===== config.mk =====
export PLATFORM = sky130hd
export DESIGN_NAME = rpsh_queue
export DESIGN_NICKNAME = d
export VERILOG_FILES = /design/src/rtl/rpsh_pkg.sv /design/src/rtl/rpsh_queue.sv
export SDC_FILE = /design/constraint.sdc
export NUM_CORES = 1
export LEC_CHECK = 0
export ABC_AREA = 1
export BUFFER_PORTS_ARGS = -buffer_cell sky130_fd_sc_hd__buf_2
export CELL_PAD_IN_SITES_DETAIL_PLACEMENT = 1
export CELL_PAD_IN_SITES_GLOBAL_PLACEMENT = 2
export CORE_AREA = 2 2 100 102
export CTS_CLUSTER_SIZE = 12
export DETAILED_ROUTE_END_ITERATION = 10
export DIE_AREA = 0 0 102 104
export GPL_TIMING_DRIVEN = 0
export HOLD_SLACK_MARGIN = 0.03
export PLACE_DENSITY_LB_ADDON = 0.1
export REMOVE_ABC_BUFFERS = 1
export SYNTH_ARGS = -nofsm -noshare
export SYNTH_HDL_FRONTEND = slang
export SYNTH_SLANG_ARGS = --single-unit

===== constraint.sdc =====
create_clock -name clk_i -period 2.62 [get_ports clk_i]
set_clock_uncertainty 0.1 [all_clocks]
set_input_delay 0.524 -clock clk_i [delete_from_list [all_inputs] [get_ports clk_i]]
set_output_delay 0.524 -clock clk_i [all_outputs]
set_load 0.02 [all_outputs]

===== src/rtl/rpsh_pkg.sv =====
// Shared types and constants for the sign random projection hash.
// Holds the port payload structs, opcodes and the front-to-back command type.
// No dependencies.
`timescale 1ns / 1ps

package rpsh_pkg;

  // Field widths of the transaction payloads
  localparam int unsigned OpW   = 2;
  localparam int unsigned RowW  = 5;
  localparam int unsigned ColW  = 10;
  localparam int unsigned ValW  = 16;
  localparam int unsigned KeyW  = 32;
  localparam int unsigned PidxW = 16;

  // Accumulator width and the shift that aligns a Q4.11 offset to Q.22
  localparam int unsigned AccW     = 48;
  localparam int unsigned ProdW    = 2 * ValW;
  localparam int unsigned OffAlign = 11;

  // Input opcodes
  localparam logic [OpW-1:0] OP_COEF   = 2'd0;
  localparam logic [OpW-1:0] OP_OFFSET = 2'd1;
  localparam logic [OpW-1:0] OP_DATA   = 2'd2;

  typedef enum logic [1:0] {
    CMD_COEF,
    CMD_OFFSET,
    CMD_DATA
  } cmd_kind_e;

  typedef struct packed {
    logic [OpW-1:0]         op;
    logic [RowW-1:0]        row;
    logic [ColW-1:0]        col;
    logic signed [ValW-1:0] value;
    logic                   last;
  } in_t;

  typedef struct packed {
    logic [KeyW-1:0]  key;
    logic [PidxW-1:0] point_index;
  } out_t;

  // Classified command passed from the front end to the back end
  typedef struct packed {
    cmd_kind_e              kind;
    logic [RowW-1:0]        row;
    logic [ColW-1:0]        col;
    logic                   col_ok;
    logic signed [ValW-1:0] value;
    logic                   last;
  } cmd_t;

endpackage


===== src/rtl/rpsh_queue.sv =====
// Two-entry command queue between the front end and the back end.
// Uses cmd_t from rpsh_pkg.
`timescale 1ns / 1ps

module rpsh_queue import rpsh_pkg::*; (
  input  logic clk_i,
  input  logic rst_ni,
  input  logic push_i,
  input  cmd_t data_i,
  input  logic pop_i,
  output logic full_o,
  output logic empty_o,
  output cmd_t data_o
);

  cmd_t       mem_q [2];
  logic       wr_ptr_q, wr_ptr_d;
  logic       rd_ptr_q, rd_ptr_d;
  logic [1:0] cnt_q, cnt_d;
  logic       do_push, do_pop;

  assign full_o  = cnt_q == 2'd2;
  assign empty_o = cnt_q == 2'd0;
  assign data_o  = mem_q[rd_ptr_q];

  assign do_push = push_i && !full_o;
  assign do_pop  = pop_i && !empty_o;

  // Pointer and occupancy update
  always_comb begin
    wr_ptr_d = do_push ? !wr_ptr_q : wr_ptr_q;
    rd_ptr_d = do_pop ? !rd_ptr_q : rd_ptr_q;
    cnt_d    = cnt_q;
    if (do_push && !do_pop) begin
      cnt_d = cnt_q + 2'd1;
    end else if (do_pop && !do_push) begin
      cnt_d = cnt_q - 2'd1;
    end
  end

  always_ff @(posedge clk_i or negedge rst_ni) begin
    if (!rst_ni) begin
      wr_ptr_q <= 1'b0;
      rd_ptr_q <= 1'b0;
      cnt_q    <= 2'd0;
    end else begin
      wr_ptr_q <= wr_ptr_d;
      rd_ptr_q <= rd_ptr_d;
      cnt_q    <= cnt_d;
    end
  end

  // Storage
  always_ff @(posedge clk_i) begin
    if (do_push) begin
      mem_q[wr_ptr_q] <= data_i;
    end
  end

endmodule


======== Yosys cells after proc, flatten, opt, wreduce, memory -nomap -nowiden ========
Memory sizes are Yosys's and may differ from the RTL's.
Index checks and enable logic that the tools add are counted.
operators by class
  add/subtract/negate cells ............... 2
  equality and inequality tests ........... 1
  mux-type cells .......................... 4
  reduce and logical (&&, ||, !) cells .... 12
operator list
  cell                   number
  $logic_not A1 Y1       6
  $logic_and A1 B1 Y1    4
  $mux W2                2
  $add A2 B1 Y2 const B  1
  $eq A2 B2 Y1 const B   1
  $logic_not A2 Y1       1
  $mux W1                2
  $reduce_bool A2 Y1     1
  $sub A2 B1 Y2 const B  1
storage, ports and cells
  flip-flop bits (word level) ............. 4
  RAM bits ................................ 70
  bits of input ports ..................... 39
  output and inout bits ................... 37
  memories kept ........................... 1
memories
  name   words  width  read ports  clocked after memory_dff  wr ports  RTL line          RTL
  mem_q  2      35     1           0                         1         rpsh_queue.sv:16  cmd_t mem_q [2];

======== Depth between registers and ports, before layout ========
Gate-level depths: netlist (run 1).
  depth in word-level cells ............... 7
  depth in mapped cells ................... 9
  mapped depth without buffers ............ 9

======== Worst setup path after synthesis (run 1) ========
No wires, ideal clock.
  kind .................................... input to register
  start point ............................. input push_i
  end point ............................... memory mem_q[1][0] (netlist bit) (enable)
  arrival ................................. 2109 ps
  data required time ...................... 2093 ps
  slack ................................... -16 ps
  stages .................................. 2
  buffers on the path ..................... 0
  cell sequence ........................... o21ai_0 > nor2_1
between the ends
  longest elaborated chain between the ends .. 3
ends and longest elaborated chain
  item                           RTL line          RTL
  start, declared                rpsh_queue.sv:8   input logic push_i,
  $logic_and A1 B1 Y1            rpsh_queue.sv:26  assign do_push = push_i && !full_o;
  $mux W1                        rpsh_queue.sv:55  if (do_push) begin
  $mux W1 (not written as such)  rpsh_queue.sv:56  mem_q[wr_ptr_q] <= data_i;
  end, declared                  rpsh_queue.sv:16
Every way passes these cells.

==> results by stage, run 1 <==
GRT:
- The via count of the first global-routing pass is roughly 1800.
- Global routing finished with a remaining overflow of 0.
- The wire length of the first global-routing pass is 9350 um.
- The largest net degree at the start of global routing is 38.
- Global routing used 11.8% of the available tracks.
- The initial antenna violation count was 0.

Power and ir drop:
- VDD sags by at most between 0.4 and 0.5 mV.
- The areal power density over the cells is 1170 mW/mm2.
- The analysis attributes to cell leakage a power of 1.52 nW.

Worst setup path:
- The stage delay of the slowest cell on the critical path is 0.68 ns.
- Data on the critical path is required at its endpoint by roughly 2 ns.
- The startpoint-to-endpoint class of the critical path is reg2out.
- Walking the worst path, the cells encountered are inv_4 -> nand2_1 -> nand2_1 -> buf_2.
- Among all stages on the critical path, the largest delay is contributed by sky130_fd_sc_hd__dfrtp_4.
- At the worst endpoint, the arrival time is between 1.5 and 2 ns.
- The capturing element type of the critical path is an output port.
- Along the worst path, the maximum fanout reaches 37.
- The cell that appears most often on the critical path is sky130_fd_sc_hd__nand2_1.
- The critical path startpoint category is a register.

Timing:
- The count of pins over their slew limit is 0.
- The final critical delay including setup and external delays is 2.43 ns.
- The worst path uses between 90% and 100% of the clock period.
- The actual slew at the worst max-slew pin is 0.815 ns.
- Setup repair after global routing left no endpoint under its margin.
- The tightest hold path in the finished design has a slack of 0.267 ns.
- The maximum clock rate is slightly above 400 MHz.
- In this run the tightest slew margin relative to its limit is approximately 46%.
- The number of endpoints with negative hold slack in the final report is 0.
- Setup violations remaining at the end of the flow were counted as 0.

Clock tree:
- After clock tree synthesis, the clock-pin slew on the worst setup and hold paths is ~0.080 ns.
- The number of H-tree levels is 3.
- The worst-skew pair later-pin latency is 0.34 ns.
- For this design, the sink count on the clock tree is 74.
- TritonCTS created 9 clock buffers.
- The clock tree root driver cell is sky130_fd_sc_hd__clkbuf_8.
- Post-CTS timing repair inserted 0 buffers for setup.
- The clock passes through at most 2 buffers.
- The clock tree from TritonCTS is done.

Synthesis:
- The cell type with the highest aggregate area in the netlist is sky130_fd_sc_hd__edfxtp_1.
- The post-synthesis cell area is ~0.0028 mm2.
- After synthesis, the share of flip-flops with an asynchronous set or reset is ~5.4%.
- Of the synthesized area, sequential elements account for roughly four fifths.
- The number of standard cells after synthesis is roughly 210.
- Yosys instantiated no cell more often than sky130_fd_sc_hd__nand2_1.
- The mean post-synth cell area is 13.0 um2.
- After synthesis, the most frequently instantiated cells are sky130_fd_sc_hd__nand2_1, sky130_fd_sc_hd__edfxtp_1, sky130_fd_sc_hd__inv_1.
- The synthesis warning total is 0.
- After synthesis, the largest area contributor takes up 75.6% of total cell area.
- Synthesis inferred 74 register bits.
- The number of synthesized flops with an enable pin is 70.
- The netlist uses 15 different library cells.
- The most used flip-flop cell after synthesis is sky130_fd_sc_hd__edfxtp_1.
- Ranked by total cell area, the synthesized netlist is headed by sky130_fd_sc_hd__edfxtp_1, sky130_fd_sc_hd__nand2_1, sky130_fd_sc_hd__dfrtp_1.

Layout:
- The count of filler cells inserted in the layout is 1067.
- The number of antenna diodes in the final layout is 0.
- The share of cells above drive strength 1 is about a third.
- The area growth from synthesis to layout is 26.8%.
- The final layout contains roughly 340 nets.
- Summing all non-filler instances in the final layout gives an area of ~0.0035 mm2.

Placed design:
- Routability-driven placement finished with a final weighted congestion of approximately 0.62.
- Summing all placed instances gives a cell area of roughly 0.0033 mm2.
- The count of buffers inserted at the top-level ports is 75.
- The placed wire-length estimate after detailed placement is about 3600 um.

Worst hold path:
- The tightest min-delay check is of the in2reg type.

Flow run:
- The number of violations of the max-capacitance limit is 0.

Route:
- The post-route antenna net violation count is 0.
- The ratio of routed vias to standard cells is approximately 4.1.
- The post-detailed-routing wire length is approximately 6000 um.
- In the final routed layout, each cell accounts on average for 13.6 um.
- After the first detailed-routing iteration, the DRC count stood at 35.
- For this block, the via count after detailed routing is between 1500 and 2000.
- The first-pass iteration count of the detailed router is 5.
- The count of unresolved DRC violations after routing is 0.

Die:
- The row count is 36.
- The die is around 100 um tall.
- The initial utilization of the core area, before any placement, comes to just under 30%.
- The floorplan step defined a die boundary enclosing ~0.011 mm2.
- The width of the die is between 100 and 150 um.
- During I/O placement, the number of pins put on the boundary was 76.
- The placeable core region is between 0.009 and 0.01 mm2.

Run status:
- The run finished with clean final reports.
==> per-layer routing <==
layer	wire length, um	GRT usage (%)
met1	2600	14.9
met2	2950	18.9
met3	211	3.02
met4	115	5.43
met5	0	0
==> stage by stage <==
stage	TNS (ns)	total power, mW	instances	util [%]	setup slack (ns)
2_1_floorplan	-0.565	2.67	207	-	-0.0161
3_5_place_dp	0	3.29	416	34.6	0.258
6_report	0	4.13	433	36.9	0.195
3_3_place_gp	-58.25	3.25	415	34.3	-1.31
4_1_cts	0	4.23	433	36.9	0.112
5_1_grt	0	4.43	433	36.9	0.0231
==> timing repair <==
| item | CTS | global route |
|---|---|---|
| setup endpoints to repair | 35 | 0 |
| endpoints found under the hold margin | 4 | 0 |
| hold buffers | 1 | 0 |
| gates resized for setup | 1 | 0 |
==> placed cells by master, fill, tap and decap left out, types with 2 or more instances in the layout <==
cell	netlist	final
sky130_fd_sc_hd__buf_2	2	75
sky130_fd_sc_hd__edfxtp_1	70	70
sky130_fd_sc_hd__bufinv_16	0	2
sky130_fd_sc_hd__dfrtp_1	4	3
sky130_fd_sc_hd__clkbuf_8	0	9
sky130_fd_sc_hd__nor2_2	2	2
sky130_fd_sc_hd__clkinv_2	0	2
sky130_fd_sc_hd__o21ai_0	2	2
sky130_fd_sc_hd__inv_1	7	6
sky130_fd_sc_hd__nand2_1	114	114
==> flip-flops by register name, summed over array words and instances (netlist names) <==
signal and cells:
cnt_q 2, rd_ptr_q 1, mem_q 70, wr_ptr_q 1
==> worst max-delay path: cells and delay by family, from the launching register on <==
family        cells  cell delay, ns
buf+inv           2            0.59
flops             1            0.68
simple gates      2            0.17
==> cell type report <==
class,instances,area [um2],share of cell area (%)
clock buffer,10,128,3.62
sequential,74,2210,62.6
timing repair buffer,77,405,11.5
clock inverter,6,81.3,2.31
multi-input combinational,125,505,14.3
inverter,8,32.5,0.923
tap,133,166,4.72
==> cells by family (layout without fill, tap and decap cells) <==
family          count (synthesis)  count (layout)  share of synthesized area, %
buf+inv                        15             101                          2.88
compound gates                  2               2                         0.360
flops                          74              74                          79.2
simple gates                  121             121                          16.8
xor+xnor                        1               1                         0.315
fa+ha+maj                       1               1                         0.450
==> power by group <==
part | switching [mW] | internal, mW
clock | 0.399 | 0.530
combinational | 0.989 | 0.415
sequential | 0.177 | 1.62
total | 1.56 | 2.57
==> final timing paths <==
check                           start      endpoint  slack (ns)  cells past startpoint
hold reg to reg              wr_ptr_q      wr_ptr_q        0.39                      2
min in group asynchronous      rst_ni      cnt_q[1]        0.42                      2
max in group asynchronous      rst_ni      rd_ptr_q        1.86                      2
hold / removal             data_i[28]  mem_q[0][28]        0.27                      1
setup / recovery             rd_ptr_q    data_o[15]        0.19                      4
setup reg to reg             cnt_q[1]   mem_q[0][7]        0.74                      5
No activity file was read; power rests on OpenSTA's default activity.
==> inputs of run 2 (changes only) <==
clock period = 2.2 ns   (was 2.62 ns; I/O delays follow)
==> run 2 against run 1 <==
Utilization grew 0.38 points. Critical path depth is the same. Design area grew 1.0%. First-iteration DRC count grew 14%. Sequential cell count is the same. Highest routed layer unchanged. Largest power group unchanged. Sequential power grew 16%. Non-clock buffer count grew 2. Worst hold slack lost 0.079 ns. Global-route usage grew 0.29 points. Clock power grew 19%. Clock-buffer cell count is the same. Total power grew 21%. Largest cell class unchanged.
==> results by stage, run 2 (synthesis results as in run 1) <==
Run status:
- Run status: finished, final reports clean (unchanged).

Clock tree:
- The clock tree root driver cell is sky130_fd_sc_hd__clkbuf_8 (unchanged).
- The maximum buffer depth of the clock tree is 2 (unchanged).
- The CTS buffer count was 9 (unchanged).
- The number of H-tree levels is 3 (unchanged).
- The clock tree from TritonCTS was done (unchanged).
- The worst-skew pair later-pin latency is 0.33 ns (was 0.34 ns).
- The post-CTS clock slew at the launch and capture registers of the worst setup and hold paths is 0.08 ns (about the same).
- The clock net sink count is 74 (unchanged).

Placed design:
- The placement-stage cell area is 0.00330 mm2 (unchanged).
- The number of cells in the design after placement is 416 (unchanged).
- The weighted congestion at the end of routability-driven global placement is 0.618 (unchanged).
- The placed wire-length estimate after detailed placement was 3620 um (unchanged).
- The count of buffers inserted at the top-level ports was 75 (unchanged).
- The worst slack after detailed placement is -0.0780 ns (was 0.258 ns).

Die:
- The row count is 36 (unchanged).
- The width of the die is 102 um (unchanged).
- The overall die height came to 104 um (unchanged).
- The boundary pin count is 76 (unchanged).
- The full die area is 0.0106 mm2 (unchanged).
- The initial core utilization is 29.1% (unchanged).
- The placeable core region is 0.00955 mm2 (unchanged).

Layout:
- Commonest cells after routing, fill and taps aside: sky130_fd_sc_hd__nand2_1, sky130_fd_sc_hd__buf_2, sky130_fd_sc_hd__edfxtp_1, sky130_fd_sc_hd__clkbuf_8, sky130_fd_sc_hd__inv_1 (unchanged).
- The number of cells in the finished layout apart from fillers is 435 (was 433).
- The leading cell type in the layout, fill and taps excluded is sky130_fd_sc_hd__nand2_1 (unchanged).
- Largest registers: mem_q: 70 flops, cnt_q: 2 flops (unchanged).
- The diode insertion count for antenna repair is 0 (unchanged).
- The finished layout cell area was 0.00356 mm2 (was 0.00352 mm2).
- The share of cells above drive strength 1 was 32.5% (was 32.0%).
- The final net count is 337 (was 335).
- The layout overhead on the synthesized area is 28.1% (was 26.8%).
- The register with the most flip-flops was mem_q (unchanged).
- The flip-flop count of the largest register after layout came to 70 (unchanged).

Timing:
- The worst slew margin relative to its limit is 45.7% (was 45.6%).
- The actual slew at the worst max-slew pin came to 0.813 ns (was 0.815 ns).
- RSZ-0062 raised after global routing: no (unchanged).
- The number of endpoints failing setup at the final stage is 0 (unchanged).
- The worst hold slack across all endpoints is 0.187 ns (was 0.267 ns).
- The post-layout worst setup margin is 0.225 ns (was 0.195 ns).
- The maximum clock rate is about 500 MHz.
- The setup TNS is 0 ns (unchanged).
- The number of endpoints with negative hold slack in the final report was 0 (unchanged).
- Subtracting the final worst setup slack from the clock period gives 1.98 ns.
- The count of pins over their slew limit is 0 (unchanged).
- The post-route clock period utilization is about nine tenths.

Route:
- The ratio of routed vias to standard cells is 4.16 (was 4.12).
- The first-pass iteration count of the detailed router came to 4 (was 5).
- The count of unresolved DRC violations after routing came to 0 (unchanged).
- The detailed-route via count is 1808 (was 1786).
- The post-route antenna net violation count is 0 (unchanged).
- The average wire per standard cell is 14.0 um (was 13.6 um).
- The starting DRC count in detailed routing came to 40 (was 35).
- The post-detailed-routing wire length is 6090 um (was 5870 um).

GRT:
- The global routing usage summed across all routing layers is 12.1% (was 11.8%).
- The wire length of the first global-routing pass came to 9550 um (was 9350 um).
- The initial antenna violation count was 0 (unchanged).
- The largest net degree at the start of global routing is 37 (was 38).
- The total grt overflow is 0 (unchanged).
- The via count of the first global-routing pass was 1847 (was 1845).

Worst setup path:
- The critical path required time was 1.66 ns (was 2.00 ns).
- The critical path startpoint category is a register (unchanged).
- Cells along the critical path: inv_12 -> nand2_1 -> nand2_1 -> buf_2 (was inv_4 -> nand2_1 -> nand2_1 -> buf_2).
- The startpoint-to-endpoint class of the critical path was reg2out (unchanged).
- The stage delay of the slowest cell on the critical path was 0.59 ns (was 0.68 ns).
- The largest fanout of any net on the critical path is 36 (was 37).
- The capturing element type of the critical path is an output port (unchanged).
- The cell at the slowest stage of the critical path is sky130_fd_sc_hd__dfrtp_4 (unchanged).
- The worst endpoint data arrival time is 1.44 ns (was 1.80 ns).
- The cell repeated most along the worst path is sky130_fd_sc_hd__nand2_1 (unchanged).

Power and ir drop:
- The largest vdd supply drop is 0.540 mV (was 0.451 mV).
- The total leakage power is 1.53 nW (was 1.52 nW).
- The areal power density over the cells is 1410 mW/mm2 (was 1170 mW/mm2).

Worst hold path:
- The worst hold-check path type was in2reg (unchanged).

Flow run:
- The number of violations of the max-capacitance limit is 0 (unchanged).
==> run 2: report_power, final <==
| part | switching [mW] | leakage, nW | internal, mW | total, mW |
|---|---|---|---|---|
| clock | 0.475 | 0.104 | 0.631 | 1.11 |
| sequential | 0.147 | 0.698 | 1.93 | 2.08 |
| combinational | 1.28 | 0.731 | 0.541 | 1.82 |
==> run 2: timing repair <==
| action | CTS | global route |
|---|---|---|
| endpoints found under the setup margin | 35 | 2 |
| hold buffers | 1 | 0 |
| buffers inserted | 1 | 1 |
| gates resized for setup | 4 | 0 |
| cloned | 0 | 0 |
| hold endpoints to repair | 4 | 0 |
==> run 2: layout make-up <==
| class | count | area [um2] |
|---|---|---|
| fill | 1066 | 5990 |
| multi-input combinational | 125 | 505 |
| timing repair buffer | 79 | 432 |
| sequential | 74 | 2210 |
| clock inverter | 6 | 81.3 |
| inverter | 8 | 42.5 |
| clock buffer | 10 | 128 |
| tap | 133 | 166 |
==> run 2: worst paths after layout <==
kind / startpoint / endpoint / slack (ns) / depth (start not counted)
worst max-delay path: rd_ptr_q / data_o[15] / 0.22 / 4
worst min-delay path: data_i[28] / mem_q[0][28] / 0.19 / 1
worst max register to register: cnt_q[1] / mem_q[0][7] / 0.32 / 5
worst min register to register: wr_ptr_q / wr_ptr_q / 0.39 / 2
max in group asynchronous: rst_ni / rd_ptr_q / 1.52 / 2
min in group asynchronous: rst_ni / cnt_q[1] / 0.34 / 2
==> run 2: per-layer routing <==
layer	up-vias	track usage, %	part of all wire, %
met5	-	0	0
met4	0	5.43	1.4
met3	7	2.82	3.6
met2	49	19.6	50
met1	874	15.3	45
li1	878	-	-
==> run 2: worst max-delay path, delay by kind of cell (launching register included) <==
kind | cells | cell delay [ns]
buffers and inverters | 2 | 0.37
flip-flops | 1 | 0.59
AND/OR/NAND/NOR | 2 | 0.14
==> run 2: metrics by stage <==
step                util (%)  power [mW]
finish                  37.3        5.01
global route            37.3        5.37
CTS                     37.2        5.11
detailed placement      34.6        3.91
global placement        34.3        3.88
floorplan                  -        3.18
==> inputs of run 3 (changes only) <==
ABC_AREA = not set   (was 1)
CELL_PAD_IN_SITES_GLOBAL_PLACEMENT = 1   (was 2)
CORE_AREA = 2 2 88 90   (was 2 2 100 102)
DIE_AREA = 0 0 90 92   (was 0 0 102 104)
==> run 3 against run 2 <==
Design area did not move. Sequential cell count unchanged. Clock-buffer cell count is 2 higher. Clock power is 23% lower. Wire length decreased by 15%. Worst setup slack lost 0.17 ns. Register-to-register slack is essentially flat. Non-clock buffer count grew 1. Total power down 3.6%. First-iteration DRC count fell by 28%. Global-route usage rose by 1.1 points. Sequential power about the same. Critical endpoint is now data_o[20]. Largest power group unchanged.
==> results by stage, run 3 <==
Clock tree:
- The maximum buffer depth of the clock tree is 2 (unchanged).
- The clock tree root driver cell was sky130_fd_sc_hd__clkbuf_8 (unchanged).
- The clock net sink count is 74 (unchanged).
- The number of H-tree levels is 3 (unchanged).
- The worst-skew pair later-pin latency was 0.32 ns (was 0.33 ns).
- The CTS buffer count is 9 (unchanged).
- The clock tree from TritonCTS is done (unchanged).
- The post-CTS clock slew at the launch and capture registers of the worst setup and hold paths is 0.07 ns (was 0.08 ns).

Timing:
- The number of endpoints failing setup at the final stage is 0 (unchanged).
- RSZ-0062 raised after global routing: no (unchanged).
- The worst slew margin relative to its limit was 41.4% (was 45.7%).
- The post-route clock period utilization is 97.4% (was 89.8%).
- The post-layout worst setup margin is 0.0566 ns (was 0.225 ns).
- The number of endpoints with negative hold slack in the final report is 0 (unchanged).
- The count of pins over their slew limit was 0 (unchanged).
- The actual slew at the worst max-slew pin was 0.879 ns (was 0.813 ns).
- The maximum clock rate is 467 MHz (was 506 MHz).
- The final critical delay including setup and external delays is 2.14 ns (was 1.98 ns).

GRT:
- The wire length of the first global-routing pass is 8150 um (was 9550 um).
- The total grt overflow is 0 (unchanged).
- The global routing usage summed across all routing layers is 13.2% (was 12.1%).
- The via count of the first global-routing pass was 1651 (was 1847).
- The initial antenna violation count is 0 (unchanged).
- The largest net degree at the start of global routing is 36 (was 37).

Power and ir drop:
- The clock power share is 17.8% (was 22.1%).
- The internal portion of total power was 3.23 mW (was 3.10 mW).
- The portion of total power attributed to sequential cells is 42.7% (was 41.5%).
- The net switching power of the design is 1.60 mW (was 1.90 mW).
- The areal power density over the cells came to 1360 mW/mm2 (was 1410 mW/mm2).
- The largest vdd supply drop came to 0.750 mV (was 0.540 mV).
- The sum of internal, switching and leakage power came to 4.83 mW (was 5.01 mW).
- The power share of the combinational group is 39.5% (was 36.4%).
- The fraction of power spent switching nets is 33.1% (was 38.0%).
- The total leakage power was 1.44 nW (was 1.53 nW).

Worst setup path:
- The critical path required time is 1.66 ns (about the same).
- Cells along the critical path: bufbuf_16 -> mux2_4 -> buf_2 (was inv_12 -> nand2_1 -> nand2_1 -> buf_2).
- The capturing element type of the critical path was an output port (unchanged).
- The largest fanout of any net on the critical path is 13 (was 36).
- The critical path startpoint category is a register (unchanged).
- The startpoint-to-endpoint class of the critical path was reg2out (unchanged).
- The critical path buffer and inverter count is 2 (unchanged).
- The stage delay of the slowest cell on the critical path is 0.51 ns (was 0.59 ns).
- The cell at the slowest stage of the critical path is sky130_fd_sc_hd__dfrtp_4 (unchanged).
- The worst endpoint data arrival time was 1.60 ns (was 1.44 ns).
- The largest delay contributor family on the critical path was flip-flops (unchanged).

Layout:
- The final net count is 255 (was 337).
- The finished layout cell area was 0.00356 mm2 (unchanged).
- The share of cells above drive strength 1 came to 58.6% (was 32.5%).
- The count of filler cells inserted in the layout is 757 (was 1066).
- The diode insertion count for antenna repair was 0 (unchanged).
- The layout overhead on the synthesized area came to 24.0% (was 28.1%).
- The leading cell type in the layout, fill and taps excluded is sky130_fd_sc_hd__buf_2 (was sky130_fd_sc_hd__nand2_1).
- Largest registers: mem_q: 70 flops, cnt_q: 2 flops (unchanged).
- The flip-flop count of the largest register after layout was 70 (unchanged).
- The register with the most flip-flops is mem_q (unchanged).
- Commonest cells after routing, fill and taps aside: sky130_fd_sc_hd__buf_2, sky130_fd_sc_hd__edfxtp_1, sky130_fd_sc_hd__mux2_4, sky130_fd_sc_hd__clkbuf_8, sky130_fd_sc_hd__mux2_2 (was sky130_fd_sc_hd__nand2_1, sky130_fd_sc_hd__buf_2, sky130_fd_sc_hd__edfxtp_1, sky130_fd_sc_hd__clkbuf_8, sky130_fd_sc_hd__inv_1).

Die:
- The initial core utilization was 38.6% (was 29.1%).
- The width of the die is 90 um (was 102 um).
- The overall die height is 92 um (was 104 um).
- The boundary pin count is 76 (unchanged).
- The row count is 32 (was 36).
- The full die area is 0.00828 mm2 (was 0.0106 mm2).
- The placeable core region is 0.00745 mm2 (was 0.00955 mm2).

Synthesis:
- The post-synthesis cell area is 0.00287 mm2 (was 0.00278 mm2).
- The most used flip-flop cell after synthesis is sky130_fd_sc_hd__edfxtp_1 (unchanged).
- Synth top area cells: sky130_fd_sc_hd__edfxtp_1, sky130_fd_sc_hd__mux2_4, sky130_fd_sc_hd__dfrtp_1 (was sky130_fd_sc_hd__edfxtp_1, sky130_fd_sc_hd__nand2_1, sky130_fd_sc_hd__dfrtp_1).
- The portion of the post-synthesis area used by sequential elements is 76.7% (was 79.2%).
- The number of synthesized flops with an enable pin is 70 (unchanged).
- The flip-flop and latch count after synthesis was 74 (unchanged).
- The number of standard cells after synthesis is 128 (was 214).
- The cell type with the highest aggregate area in the netlist is sky130_fd_sc_hd__edfxtp_1 (unchanged).
- The number of library cell types mapped by synthesis is 15 (unchanged).
- The synthesis warning total is 0 (unchanged).
- The mean post-synth cell area is 22.4 um2 (was 13.0 um2).
- The cell with the most instances after synthesis is sky130_fd_sc_hd__edfxtp_1 (was sky130_fd_sc_hd__nand2_1).
- Most instantiated cells after synthesis: sky130_fd_sc_hd__edfxtp_1, sky130_fd_sc_hd__mux2_4, sky130_fd_sc_hd__mux2_2 (was sky130_fd_sc_hd__nand2_1, sky130_fd_sc_hd__edfxtp_1, sky130_fd_sc_hd__inv_1).
- The post-synthesis async set-or-reset flop share is 5.41% (unchanged).
- The area share of the largest cell type after synthesis is 73.2% (was 75.6%).

Placed design:
- The count of buffers inserted at the top-level ports is 75 (unchanged).
- The weighted congestion at the end of routability-driven global placement was 0.688 (was 0.618).
- The placed wire-length estimate after detailed placement is 3350 um (was 3620 um).
- The worst slack after detailed placement is 0.265 ns (was -0.0780 ns).
- The placement-stage cell area is 0.00335 mm2 (was 0.00330 mm2).

Route:
- The post-detailed-routing wire length is 5160 um (was 6090 um).
- The first-pass iteration count of the detailed router is 4 (unchanged).
- The starting DRC count in detailed routing is 29 (was 40).
- The count of unresolved DRC violations after routing came to 0 (unchanged).
- The detailed-route via count is 1432 (was 1808).
- The post-route antenna net violation count is 0 (unchanged).
- The average wire per standard cell is 16.0 um (was 14.0 um).
- The ratio of routed vias to standard cells is 4.45 (was 4.16).

Run status:
- Run status: finished, final reports clean (unchanged).

Worst hold path:
- The worst hold-check path type is in2reg (unchanged).

Flow run:
- The number of violations of the max-capacitance limit is 0 (unchanged).
==> run 3: cell count changes after synthesis, sizes merged, moves of 2 or more <==
| cell | previous run | this run |
|---|---|---|
| xnor2 | 1 | 3 |
| mux2 | 0 | 35 |
| nand2 | 114 | 1 |
| buf | 7 | 4 |
| inv | 8 | 2 |
| xor2 | 0 | 2 |
==> run 3: area by class of cell <==
| class | count | area, um2 | share of cell area, % |
|---|---|---|---|
| inverters | 2 | 7.51 | 0.211 |
| clock buffers | 12 | 135 | 3.79 |
| clock inverters | 4 | 18.8 | 0.527 |
| multi-input cells | 48 | 601 | 16.9 |
| flip-flops and latches | 74 | 2210 | 61.9 |
| repair buffers | 80 | 465 | 13.1 |
| well taps | 102 | 128 | 3.58 |
==> run 3: final timing paths <==
check	start	endpoint	slack [ns]	cells past startpoint
max	rd_ptr_q	data_o[20]	0.06	3
min	data_i[14]	mem_q[1][14]	0.19	1
max reg2reg	cnt_q[0]	mem_q[1][17]	0.33	2
min reg2reg	cnt_q[1]	cnt_q[1]	0.45	1
max in group asynchronous	rst_ni	rd_ptr_q	1.53	2
min in group asynchronous	rst_ni	cnt_q[0]	0.34	2
==> run 3: stage by stage <==
stage / hold slack, ns / setup TNS, ns / instances / util, %
2_1_floorplan: 0.0444 / -19.98 / 124 / -
3_3_place_gp: 0.143 / -76.52 / 301 / 44.4
3_5_place_dp: 0.151 / 0 / 303 / 45.0
4_1_cts: 0.169 / 0 / 322 / 47.8
5_1_grt: 0.176 / 0 / 322 / 47.8
6_report: 0.192 / 0 / 322 / 47.8
==> run 3: metal layers <==
metal	vias up	track usage [%]	part of all wire, %
li1	666	-	-
met1	715	14.1	39
met2	44	23.5	54
met3	7	3.94	5.4
met4	0	6.92	1.5
met5	-	0	0
==> run 3: repair_timing <==
item,4_1_cts,5_1_grt
resized for setup,1,0
hold buffers,1,0
endpoints found under the hold margin,4,0
setup endpoints to repair,26,0
setup buffers,1,0
==> run 3: cells by family (layout without fill, tap and decap cells) <==
logic type | count (synthesis) | count (layout) | share of synthesized area, %
DFF | 74 | 74 | 76.7
AOI/OAI and AO/OA | 1 | 1 | 0.174
and+or+nand+nor | 6 | 6 | 0.958
xor gates and xnor gates | 5 | 5 | 1.52
adders and majority gates | 1 | 1 | 0.435
buffers and inverters | 6 | 98 | 2.74
muxes | 35 | 35 | 17.5
==> run 3: power groups by stage <==
stage / combinational, mW / clock, mW / sequential [mW]
6_report: 1.91 / 0.858 / 2.06
3_5_place_dp: 1.81 / 0 / 2.13
5_1_grt: 2.04 / 0.955 / 2.10
3_3_place_gp: 1.62 / 0 / 2.24
2_1_floorplan: 1.19 / 0 / 2.17
4_1_cts: 1.96 / 0.896 / 2.07
